`src/hw/rtl/lzo1x_stream_decompressor_defines.svh`:
```
// Assertion macros for the LZO1X stream decompressor.
`ifndef LZO1X_STREAM_DECOMPRESSOR_DEFINES_SVH
`define LZO1X_STREAM_DECOMPRESSOR_DEFINES_SVH
`ifndef SYNTH
`define LZ_ASSERT_IMP(label, clk, rst_n, a, c) \
	label: assert property (@(posedge clk) disable iff (!rst_n) (a) |-> (c)) \
		else $error("assertion failed");
`define LZ_ASSERT_NXT(label, clk, rst_n, a, c) \
	label: assert property (@(posedge clk) disable iff (!rst_n) (a) |=> (c)) \
		else $error("assertion failed");
`else
`define LZ_ASSERT_IMP(label, clk, rst_n, a, c)
`define LZ_ASSERT_NXT(label, clk, rst_n, a, c)
`endif
`endif

```
`src/hw/rtl/lzo_pkg.sv`:
```
// Package with shared types and constants of the LZO1X stream decompressor.
`timescale 1ns / 1ps
`default_nettype none
package lzo_pkg;
	localparam int WindowBits = 16;
	localparam int LenBits = 24;
	localparam logic [LenBits-1:0] LenMax = '1;

	typedef enum logic [2:0] {
		ST_RUN = 3'd0,
		ST_OK = 3'd1,
		ST_TRAIL = 3'd2,
		ST_NOEND = 3'd3,
		ST_REFUSED = 3'd4,
		ST_OVF = 3'd5
	} status_t;

	typedef enum logic [14:0] {
		PH_FIRST = 15'h0001,
		PH_TOK0 = 15'h0002,
		PH_TOK1 = 15'h0004,
		PH_TOK2 = 15'h0008,
		PH_LITX = 15'h0010,
		PH_LITRUN = 15'h0020,
		PH_PIGGY = 15'h0040,
		PH_M3X = 15'h0080,
		PH_M4X = 15'h0100,
		PH_LO = 15'h0200,
		PH_HI = 15'h0400,
		PH_M2B = 15'h0800,
		PH_M1FAR = 15'h1000,
		PH_M1NEAR = 15'h2000,
		PH_DRAIN = 15'h4000
	} phase_t;

	typedef struct packed {
		logic copy;
		logic [WindowBits-1:0] rd_addr;
		logic emit;
		logic [7:0] lit;
		logic pending;
		status_t status;
	} job_t;
endpackage
`default_nettype wire

```
`src/hw/rtl/lzo_front.sv`:
```
// Token parser: accepts items, tracks parse state and issues byte jobs.
`timescale 1ns / 1ps
`default_nettype none
module lzo_front (
	input wire logic clk,
	input wire logic arst_n,
	input wire logic valid,
	output logic ready,
	input wire logic mode,
	input wire logic [7:0] in_byte,
	input wire logic last_byte,
	output logic job_valid,
	input wire logic job_ready,
	output lzo_pkg::job_t job
);
	localparam int LB = lzo_pkg::LenBits;
	localparam int WB = lzo_pkg::WindowBits;

	lzo_pkg::phase_t phase_q, ph_n;
	logic [7:0] tok_q, b1_q;
	logic [LB-1:0] acc_q, lit_q, copy_q, acc_n, lit_n, copy_n;
	logic [WB-1:0] dist_q, dist_n, wpos_q;
	logic fin_q, fin_n;
	logic refuse, ovf, eof, emit;
	logic [LB:0] total, accp;
	logic [LB:0] base;
	logic [16:0] off, d;
	lzo_pkg::status_t st;

	assign ready = job_ready;
	assign job_valid = valid;

	always_comb begin
		ph_n = phase_q;
		acc_n = acc_q;
		lit_n = lit_q;
		copy_n = copy_q;
		dist_n = dist_q;
		fin_n = fin_q;
		ovf = 1'b0;
		eof = 1'b0;
		emit = 1'b0;
		st = lzo_pkg::ST_RUN;
		refuse = fin_q || (!mode && copy_q != '0) || (mode && copy_q == '0);
		base = (phase_q == lzo_pkg::PH_LITX) ? (LB+1)'(18) :
			(phase_q == lzo_pkg::PH_M3X) ? (LB+1)'(33) : (LB+1)'(9);
		total = base + {1'b0, acc_q} + (LB+1)'(in_byte);
		accp = {1'b0, acc_q} + (LB+1)'(255);
		off = 17'(b1_q >> 2) + {3'd0, in_byte, 6'd0};
		d = {2'd0, tok_q[3], 14'd0} + off;
		if (refuse) begin
			st = lzo_pkg::ST_REFUSED;
		end else if (mode) begin
			emit = 1'b1;
			copy_n = copy_q - LB'(1);
			if (copy_q == LB'(1)) ph_n = (lit_q != '0) ? lzo_pkg::PH_PIGGY : lzo_pkg::PH_TOK0;
		end else begin
			case (phase_q)
				lzo_pkg::PH_FIRST, lzo_pkg::PH_TOK0, lzo_pkg::PH_TOK1,
				lzo_pkg::PH_TOK2: begin
					if (phase_q == lzo_pkg::PH_FIRST && in_byte > 8'd17) begin
						lit_n = LB'(in_byte - 8'd17);
						ph_n = (in_byte < 8'd21) ? lzo_pkg::PH_PIGGY : lzo_pkg::PH_LITRUN;
					end else if (in_byte >= 8'd64) begin
						ph_n = lzo_pkg::PH_M2B;
					end else if (in_byte >= 8'd32) begin
						acc_n = (in_byte[4:0] != '0) ? LB'(in_byte[4:0]) + LB'(2) : '0;
						ph_n = (in_byte[4:0] != '0) ? lzo_pkg::PH_LO : lzo_pkg::PH_M3X;
					end else if (in_byte >= 8'd16) begin
						acc_n = (in_byte[2:0] != '0) ? LB'(in_byte[2:0]) + LB'(2) : '0;
						ph_n = (in_byte[2:0] != '0) ? lzo_pkg::PH_LO : lzo_pkg::PH_M4X;
					end else if (phase_q == lzo_pkg::PH_TOK1) begin
						ph_n = lzo_pkg::PH_M1FAR;
					end else if (phase_q == lzo_pkg::PH_TOK2) begin
						ph_n = lzo_pkg::PH_M1NEAR;
					end else if (in_byte == 8'd0) begin
						acc_n = '0;
						ph_n = lzo_pkg::PH_LITX;
					end else begin
						lit_n = LB'(in_byte) + LB'(3);
						ph_n = lzo_pkg::PH_LITRUN;
					end
				end
				lzo_pkg::PH_LITX, lzo_pkg::PH_M3X, lzo_pkg::PH_M4X: begin
					if (in_byte == 8'd0) begin
						if (accp > {1'b0, lzo_pkg::LenMax}) ovf = 1'b1;
						else acc_n = accp[LB-1:0];
					end else if (total > {1'b0, lzo_pkg::LenMax}) begin
						ovf = 1'b1;
					end else if (phase_q == lzo_pkg::PH_LITX) begin
						lit_n = total[LB-1:0];
						ph_n = lzo_pkg::PH_LITRUN;
					end else begin
						acc_n = total[LB-1:0];
						ph_n = lzo_pkg::PH_LO;
					end
				end
				lzo_pkg::PH_LITRUN, lzo_pkg::PH_PIGGY: begin
					emit = 1'b1;
					lit_n = lit_q - LB'(1);
					if (lit_q == LB'(1))
						ph_n = (phase_q == lzo_pkg::PH_LITRUN) ? lzo_pkg::PH_TOK1 : lzo_pkg::PH_TOK2;
				end
				lzo_pkg::PH_LO: ph_n = lzo_pkg::PH_HI;
				lzo_pkg::PH_HI: begin
					if (tok_q >= 8'd32) begin
						dist_n = WB'(off + 17'd1);
						copy_n = acc_q;
						lit_n = LB'(b1_q[1:0]);
						ph_n = lzo_pkg::PH_DRAIN;
					end else if (d == '0) begin
						eof = 1'b1;
					end else begin
						dist_n = WB'(d + 17'h4000);
						copy_n = acc_q;
						lit_n = LB'(b1_q[1:0]);
						ph_n = lzo_pkg::PH_DRAIN;
					end
				end
				lzo_pkg::PH_M2B, lzo_pkg::PH_M1FAR, lzo_pkg::PH_M1NEAR: begin
					lit_n = LB'(b1_q[1:0]);
					ph_n = lzo_pkg::PH_DRAIN;
					if (phase_q == lzo_pkg::PH_M2B) begin
						dist_n = WB'(17'd1 + 17'(tok_q[4:2]) + 17'({in_byte, 3'd0}));
						copy_n = LB'(tok_q[7:5]) + LB'(1);
					end else if (phase_q == lzo_pkg::PH_M1FAR) begin
						dist_n = WB'(17'h801 + 17'(tok_q[7:2]) + 17'({in_byte, 2'd0}));
						copy_n = LB'(3);
					end else begin
						dist_n = WB'(17'd1 + 17'(tok_q[7:2]) + 17'({in_byte, 2'd0}));
						copy_n = LB'(2);
					end
				end
				default: ph_n = lzo_pkg::PH_TOK0;
			endcase
			if (ovf) begin
				fin_n = 1'b1;
				copy_n = '0;
				emit = 1'b0;
				st = lzo_pkg::ST_OVF;
			end else if (eof) begin
				fin_n = 1'b1;
				st = last_byte ? lzo_pkg::ST_OK : lzo_pkg::ST_TRAIL;
			end else if (last_byte) begin
				fin_n = 1'b1;
				copy_n = '0;
				st = lzo_pkg::ST_NOEND;
			end
		end
		job.copy = mode && !refuse;
		job.rd_addr = wpos_q - dist_q;
		job.emit = emit;
		job.lit = in_byte;
		job.pending = !fin_n && copy_n != '0;
		job.status = st;
	end

	always_ff @(posedge clk or negedge arst_n) begin
		if (!arst_n) begin
			phase_q <= lzo_pkg::PH_FIRST;
			tok_q <= '0;
			b1_q <= '0;
			acc_q <= '0;
			lit_q <= '0;
			copy_q <= '0;
			dist_q <= '0;
			fin_q <= 1'b0;
			wpos_q <= '0;
		end else if (valid && ready) begin
			phase_q <= ph_n;
			acc_q <= acc_n;
			lit_q <= lit_n;
			copy_q <= copy_n;
			dist_q <= dist_n;
			fin_q <= fin_n;
			if (emit) wpos_q <= wpos_q + WB'(1);
			if (!refuse && !mode) begin
				b1_q <= in_byte;
				if (phase_q == lzo_pkg::PH_FIRST || phase_q == lzo_pkg::PH_TOK0 ||
					phase_q == lzo_pkg::PH_TOK1 || phase_q == lzo_pkg::PH_TOK2)
					tok_q <= in_byte;
			end
		end
	end
endmodule
`default_nettype wire

```
`config.mk`:
```
export PLATFORM = sky130hd
export DESIGN_NAME = lzo_front
export DESIGN_NICKNAME = d
export VERILOG_FILES = /design/src/hw/rtl/lzo1x_stream_decompressor_defines.svh /design/src/hw/rtl/lzo_pkg.sv /design/src/hw/rtl/lzo_front.sv
export SDC_FILE = /design/constraint.sdc
export NUM_CORES = 1
export LEC_CHECK = 0
export ABC_AREA = 1
export BUFFER_PORTS_ARGS = -buffer_cell sky130_fd_sc_hd__buf_2
export CAP_MARGIN = 20
export CORE_MARGIN = 3
export CORE_UTILIZATION = 49
export CTS_CLUSTER_DIAMETER = 120
export DETAILED_ROUTE_END_ITERATION = 10
export GPL_ROUTABILITY_DRIVEN = 1
export PLACE_DENSITY = 0.61
export SLEW_MARGIN = 30
export SYNTH_ARGS = -nofsm -noshare
export SYNTH_HDL_FRONTEND = slang
export SYNTH_SLANG_ARGS = --single-unit
```
`constraint.sdc`:
```
create_clock -name clk -period 6.95 [get_ports clk]
set_input_delay 1.39 -clock clk [delete_from_list [all_inputs] [get_ports clk]]
set_output_delay 1.39 -clock clk [all_outputs]
set_load 0.03 [all_outputs]
```
==> results of run 1 <==
==> where the power goes <==
group / internal (mW) / switching (mW)
Sequential: 0.970 / 0.261
Clock: 0.541 / 0.418
Combinational: 0.608 / 1.21
Total: 2.12 / 1.89
==> routing by layer <==
layer / GRT usage / wire length [um] / vias to the layer above
met3: 0.0534 / 3240 / 63
met5: 0 / 0 / -
li1: - / - / 6144
met2: 0.434 / 17400 / 499
met4: 0.0799 / 940 / 0
met1: 0.433 / 19300 / 5840
==> flip-flops by register name, summed over array words and instances (netlist names) <==
name,flops
wpos_q,16
dist_q,16
b1_q,8
lit_q,24
tok_q,6
phase_q,15
acc_q,24
copy_q,24
fin_q,1
==> logic make-up (layout without fill, tap and decap cells) <==
group	after synthesis	in the layout	synth area share
xor+xnor	90	90	0.0637
fa+ha+maj	57	57	0.0613
buf+inv	350	378	0.117
mux	3	3	0.00250
compound gates	385	385	0.185
flops	134	134	0.268
simple gates	818	818	0.303
==> worst max-delay path by stage <==
stage | endpoint | slack, ns | cells after the start
3_5_place_dp | job[3] | 0.56 | 26
6_report | job[3] | 0.36 | 30
3_3_place_gp | job[3] | 0.60 | 26
4_1_cts | job[3] | 0.38 | 30
2_1_floorplan | job[3] | 0.88 | 21
5_1_grt | job[3] | 0.02 | 30
==> Yosys cell counts, types with 5 or more instances <==
library cell,instances
a31oi_1,11
or2_2,6
a22oi_1,5
nand3_1,110
o31ai_1,10
nor2_2,8
o21ai_1,42
nor4_1,14
buf_2,19
o21ai_0,131
o22ai_1,23
clkbuf_1,25
inv_2,20
nand2_1,342
a21oi_1,79
nand4_1,39
nand2_4,5
o2111ai_1,17
nor2_1,209
xnor2_1,26
nor2_4,11
a21oi_2,5
nor3_1,39
buf_6,6
inv_1,255
nand2_2,10
fa_1,7
ha_1,50
dfrtp_1,133
nor3_2,9
buf_4,15
xor2_1,63
o211ai_1,17
o21ai_2,7
==> tightest hold or removal path: cells and delay by family, from the launching register on <==
kind                   cells  cell delay (ns)
and+or+nand+nor            1             0.05
buffers and inverters      1             0.08
DFF                        1             0.37
==> repair_timing <==
action | in CTS | in global routing
endpoints found under the setup margin | 0 | 1
resized for setup | 0 | 1
hold endpoints to repair | 0 | 0
==> layout make-up <==
class	instances	area, um2
inverters	284	1080
fillers	2479	11200
multi-input cells	1353	7690
clock buffers	18	429
well taps	324	405
flip-flops and latches	134	3350
repair buffers	62	359
clock inverters	14	168
==> through the flow <==
stage,setup slack [ns],cells,utilization,hold WS [ns]
2_1_floorplan,0.882,1837,-,0.453
3_3_place_gp,0.601,2157,0.522,0.480
3_5_place_dp,0.558,2157,0.522,0.481
4_1_cts,0.375,2189,0.547,0.498
5_1_grt,0.0166,2189,0.547,0.509
6_report,0.358,2189,0.547,0.497
==> flow_summary.rst, run 1 <==
.. list-table::
   :header-rows: 1

   * - Metric
     - Value
   * - Leakage Power
     - 6.48 nW
   * - Most common cell after layout, fill and taps aside
     - nand2_1
   * - Category of the worst setup path launch point
     - flop
   * - RR Endpoint
     - acc_q[16]
   * - Worst reg-to-reg setup slack
     - 1.89 ns
   * - Via density per instance
     - 5.73
   * - Run status
     - completed
   * - Net count after synthesis
     - 1908
   * - Distinct cell type count of the synthesized netlist
     - 72
   * - Routability Congestion
     - 0.973
   * - Total overflow reported by the global router
     - 0
   * - Number of global-route vias before repair
     - 11500
   * - Most frequent cell on the critical path
     - nand2_1
   * - Hold WC Path Type
     - flop to flop
   * - Clock transition at the registers of the reported paths
     - 0.07 ns
   * - Proportion of layout cells with a drive suffix above 1
     - 0.108
   * - Wire length reported by the detailed router
     - 40900 um
   * - Cells after synthesis
     - 1837
   * - Worst r2r path cells
     - 24
   * - CTS tree
     - built
   * - Post-CTS setup-driven buffer insertion count
     - 0
   * - Cell with the largest stage delay on the worst path
     - fa_1
   * - GRT Resource Usage Total
     - 0.291
   * - Number of clock sinks
     - 134
   * - Slew Limit Fails
     - 0
   * - Total of warnings raised by yosys
     - 0
   * - Overall power after layout
     - 4.01 mW
   * - Crit Path Category
     - flop to output port
   * - Worst-case hold path end point
     - phase_q[0]
   * - Crit path time final
     - 6.59 ns
   * - CTS HTree Levels
     - 4
   * - Unrepaired setup endpoints after global routing
     - false
   * - Hold Vio Cnt, Final
     - 0
   * - Hold-fix buffers at CTS
     - 0
   * - Post-Syn Area per Cell
     - 6.80 um2
   * - Drt first-iter violations
     - 1388
   * - Cell Pwr Density
     - 297 nW/um2
   * - Detailed Place HPWL
     - 31300 um
   * - Maximum clock skew at final layout
     - 0.0157 ns
   * - Initial antenna violation count
     - 0
   * - Number of I/O port buffers
     - 45
   * - Area of the mapped netlist
     - 12500 um2
   * - Total number of vias
     - 12500
   * - Slew @ Worst Pin
     - 0.859 ns
   * - Delay-heaviest family, CP
     - simple AND/OR/NAND/NOR gates
   * - NumNets Final
     - 1923
   * - Share of the synthesized area in the top cell type
     - 0.266
   * - Clock insertion delay at the later pin of the skew report
     - 0.44 ns
   * - Startpoint of the most critical hold path
     - phase_q[0]
   * - # Max-Cap Violations
     - 0
   * - Fin Setup TNS
     - 0 ns
   * - Number of synthesized register bits
     - 134
   * - Largest area contributor in the netlist
     - dfrtp_1
   * - Peak supply drop
     - 0.247 mV
   * - Antenna violation net count after detailed routing
     - 0
   * - Maximum number of buffers from clock root to sink
     - 2
   * - Critical path buffer and inverter count
     - 6
   * - Dominant synthesized flop cell
     - dfrtp_1
   * - Vertical extent of the die
     - 166 um
   * - Startpoint of the worst setup timing path
     - phase_q[13]
   * - Max incr delay on CP
     - 0.50 ns
   * - Buffer cell driving the clock tree root
     - clkbuf_16
   * - Diode count
     - 0
   * - Relative max-transition margin
     - 0.426
   * - Maximum number of pins on one net before global-route repair
     - 78
   * - Hold Crit Depth
     - 2
   * - Inserted Clock Buffers
     - 17
   * - Top library cells by usage in the layout, fill and taps aside
     - nand2_1, inv_1, nor2_1
   * - Highest net fanout along the worst path
     - 24
   * - DRC viols
     - 0
   * - Portion of the post-synthesis area used by sequential elements
     - 0.268
   * - Data arrival at the endpoint of the critical path
     - 5.20 ns
   * - Num rows
     - 57
   * - Timing-limited maximum frequency
     - 152 MHz
   * - First-pass GRT wire length
     - 64300 um
   * - First-pass iteration count of the detailed router
     - 6
   * - Part of the cycle the worst path needs
     - 0.948
   * - Worst flop-to-flop path startpoint
     - phase_q[13]
   * - Number of enable-type register cells in the synthesized netlist
     - 0
   * - Routed length per placed instance
     - 18.7 um
   * - Placement-stage cell area
     - 12900 um2
   * - Fraction of registers with async set/reset
     - 1.00
   * - Die X
     - 166 um
   * - I/O pin cnt
     - 46
   * - Final setup viols
     - 0
   * - Final design instance area without fill
     - 13500 um2
   * - Die Area
     - 27500 um2
   * - Dominant cells by area after synthesis
     - dfrtp_1, nand2_1, inv_1
   * - CP Capture Type
     - output port
   * - Core region area
     - 24700 um2
   * - Required time worst endpoint
     - 5.56 ns
   * - Starting Density
     - 0.507
   * - Layout Area Growth over Synthesis
     - 7.91%
Note: power is estimated with default switching activity, not from simulation.
==> inputs of run 2 (changes only) <==
- CTS_BUF_LIST: default -> sky130_fd_sc_hd__clkbuf_2
==> run 2 against run 1 <==
Die area unchanged. Combinational power about the same. Critical path depth down 2. Routed wire length about the same. Utilization down 0.96 points. Critical path type unchanged. Power down 9.7%. Register-to-register slack better by 0.16 ns. Non-clock buffer count up 7.
==> flow_summary.rst, run 2 (synthesis results as in run 1) <==
.. list-table::
   :header-rows: 1

   * - Metric
     - Value
   * - Total number of vias
     - 12600
   * - First-pass GRT wire length
     - 64200 um
   * - Most frequent cell on the critical path
     - nand2_1
   * - Final worst setup slack
     - 0.323 ns
   * - Most common cell after layout, fill and taps aside
     - nand2_1
   * - Hold Vio Cnt, Final
     - 0
   * - Num rows
     - 57
   * - Total overflow reported by the global router
     - 0
   * - Non-filler cells, final
     - 2197
   * - Hold WC Path Type
     - flop to flop
   * - Routed length per placed instance
     - 18.6 um
   * - Top Registers
     - acc_q: 24 flops, copy_q: 24 flops, lit_q: 24 flops
   * - Final-layout worst hold slack
     - 0.511 ns
   * - Number of global-route vias before repair
     - 11500
   * - Antenna violation net count after detailed routing
     - 0
   * - Layout Area Growth over Synthesis
     - 6.02%
   * - Die X
     - 166 um
   * - Required time worst endpoint
     - 5.56 ns
   * - Final design instance area without fill
     - 13300 um2
   * - DRC viols
     - 0
   * - Buffer cell driving the clock tree root
     - clkbuf_2
   * - CTS HTree Levels
     - 4
   * - Util after Layout
     - 0.537
   * - Wire length reported by the detailed router
     - 40900 um
   * - # Max-Cap Violations
     - 0
   * - Final setup viols
     - 0
   * - Timing-limited maximum frequency
     - 151 MHz
   * - Number of I/O port buffers
     - 45
   * - Placed insts
     - 2157
   * - Cell with the largest stage delay on the worst path
     - dfrtp_1
   * - Cell Pwr Density
     - 273 nW/um2
   * - Die Area
     - 27500 um2
   * - Clock insertion delay at the later pin of the skew report
     - 0.81 ns
   * - Critical path buffer and inverter count
     - 6
   * - Maximum number of buffers from clock root to sink
     - 2
   * - Category of the worst setup path launch point
     - flop
   * - GRT Resource Usage Total
     - 0.290
   * - CP Capture Type
     - output port
   * - Fin Setup TNS
     - 0 ns
   * - Overall power after layout
     - 3.62 mW
   * - Top library cells by usage in the layout, fill and taps aside
     - nand2_1, inv_1, nor2_1
   * - First-pass iteration count of the detailed router
     - 7
   * - Via density per instance
     - 5.73
   * - Maximum clock skew at final layout
     - 0.0767 ns
   * - Starting Density
     - 0.507
   * - Proportion of layout cells with a drive suffix above 1
     - 0.115
   * - Worst reg-to-reg setup slack
     - 2.05 ns
   * - Highest net fanout along the worst path
     - 24
   * - Number of clock sinks
     - 134
   * - Max incr delay on CP
     - 0.50 ns
   * - Part of the cycle the worst path needs
     - 0.954
   * - Data arrival at the endpoint of the critical path
     - 5.24 ns
   * - Leakage Power
     - 6.38 nW
   * - Routability Congestion
     - 0.973
   * - I/O pin cnt
     - 46
   * - Initial antenna violation count
     - 1
   * - NumNets Final
     - 1930
   * - Drt first-iter violations
     - 1317
   * - CTS tree
     - built
   * - Hold-fix buffers at CTS
     - 0
   * - Slew @ Worst Pin
     - 0.869 ns
   * - Core region area
     - 24700 um2
   * - Clock transition at the registers of the reported paths
     - 0.31 ns
   * - Run status
     - completed
   * - Vertical extent of the die
     - 166 um
   * - Relative max-transition margin
     - 0.420
   * - Peak supply drop
     - 0.238 mV
   * - Maximum number of pins on one net before global-route repair
     - 78
   * - Worst setup timing slack at the placement stage
     - 0.558 ns
   * - Inserted Clock Buffers
     - 17
   * - Crit path time final
     - 6.63 ns
   * - Crit Path Category
     - flop to output port
   * - Placement-stage cell area
     - 12900 um2
   * - Delay-heaviest family, CP
     - simple AND/OR/NAND/NOR gates
   * - Slew Limit Fails
     - 0
   * - Detailed Place HPWL
     - 31300 um
==> run 2: repair_timing <==
action                                  in CTS  in global routing
endpoints found under the setup margin       1                  1
pin swaps                                    0                  5
gates resized for setup                      1                 11
buffers inserted                             0                  7
==> run 2: layout make-up <==
| type | count | area, um2 |
|---|---|---|
| fillers | 2522 | 11400 |
| diodes | 1 | 2.50 |
| clock buffers | 18 | 90.1 |
| well taps | 324 | 405 |
| multi-input cells | 1353 | 7730 |
| repair buffers | 69 | 419 |
| flip-flops and latches | 134 | 3350 |
| clock inverters | 14 | 168 |
| inverters | 284 | 1090 |
==> run 2: report_power, final <==
group / switching (mW) / total (mW) / leakage, nW / internal, mW
Sequential: 0.260 / 1.23 / 1.61 / 0.967
Combinational: 1.22 / 1.84 / 4.63 / 0.620
Clock: 0.376 / 0.555 / 0.150 / 0.179
Total: 1.85 / 3.62 / 6.38 / 1.77
==> run 2: path summary, 6_finish.rpt <==
path,from,endpoint,depth (start not counted)
min reg2reg,phase_q[0],phase_q[0],2
max in group asynchronous,arst_n,copy_q[4],2
max reg2reg,phase_q[7],phase_q[9],23
max,phase_q[7],job[3],28
min,phase_q[0],phase_q[0],2
min in group asynchronous,arst_n,b1_q[5],1
==> run 2: tightest hold or removal path, cell delays in order (launching register included) <==
cell and delay, ns:
dfstp_2 0.42, inv_1 0.08, nor2_1 0.05
==> run 2: routing by layer <==
layer	track usage	up-vias	wire [um]
li1	-	6161	-
met1	0.430	5868	19200
met2	0.434	503	17500
met3	0.0551	51	3400
met4	0.0774	0	853
met5	0	-	0
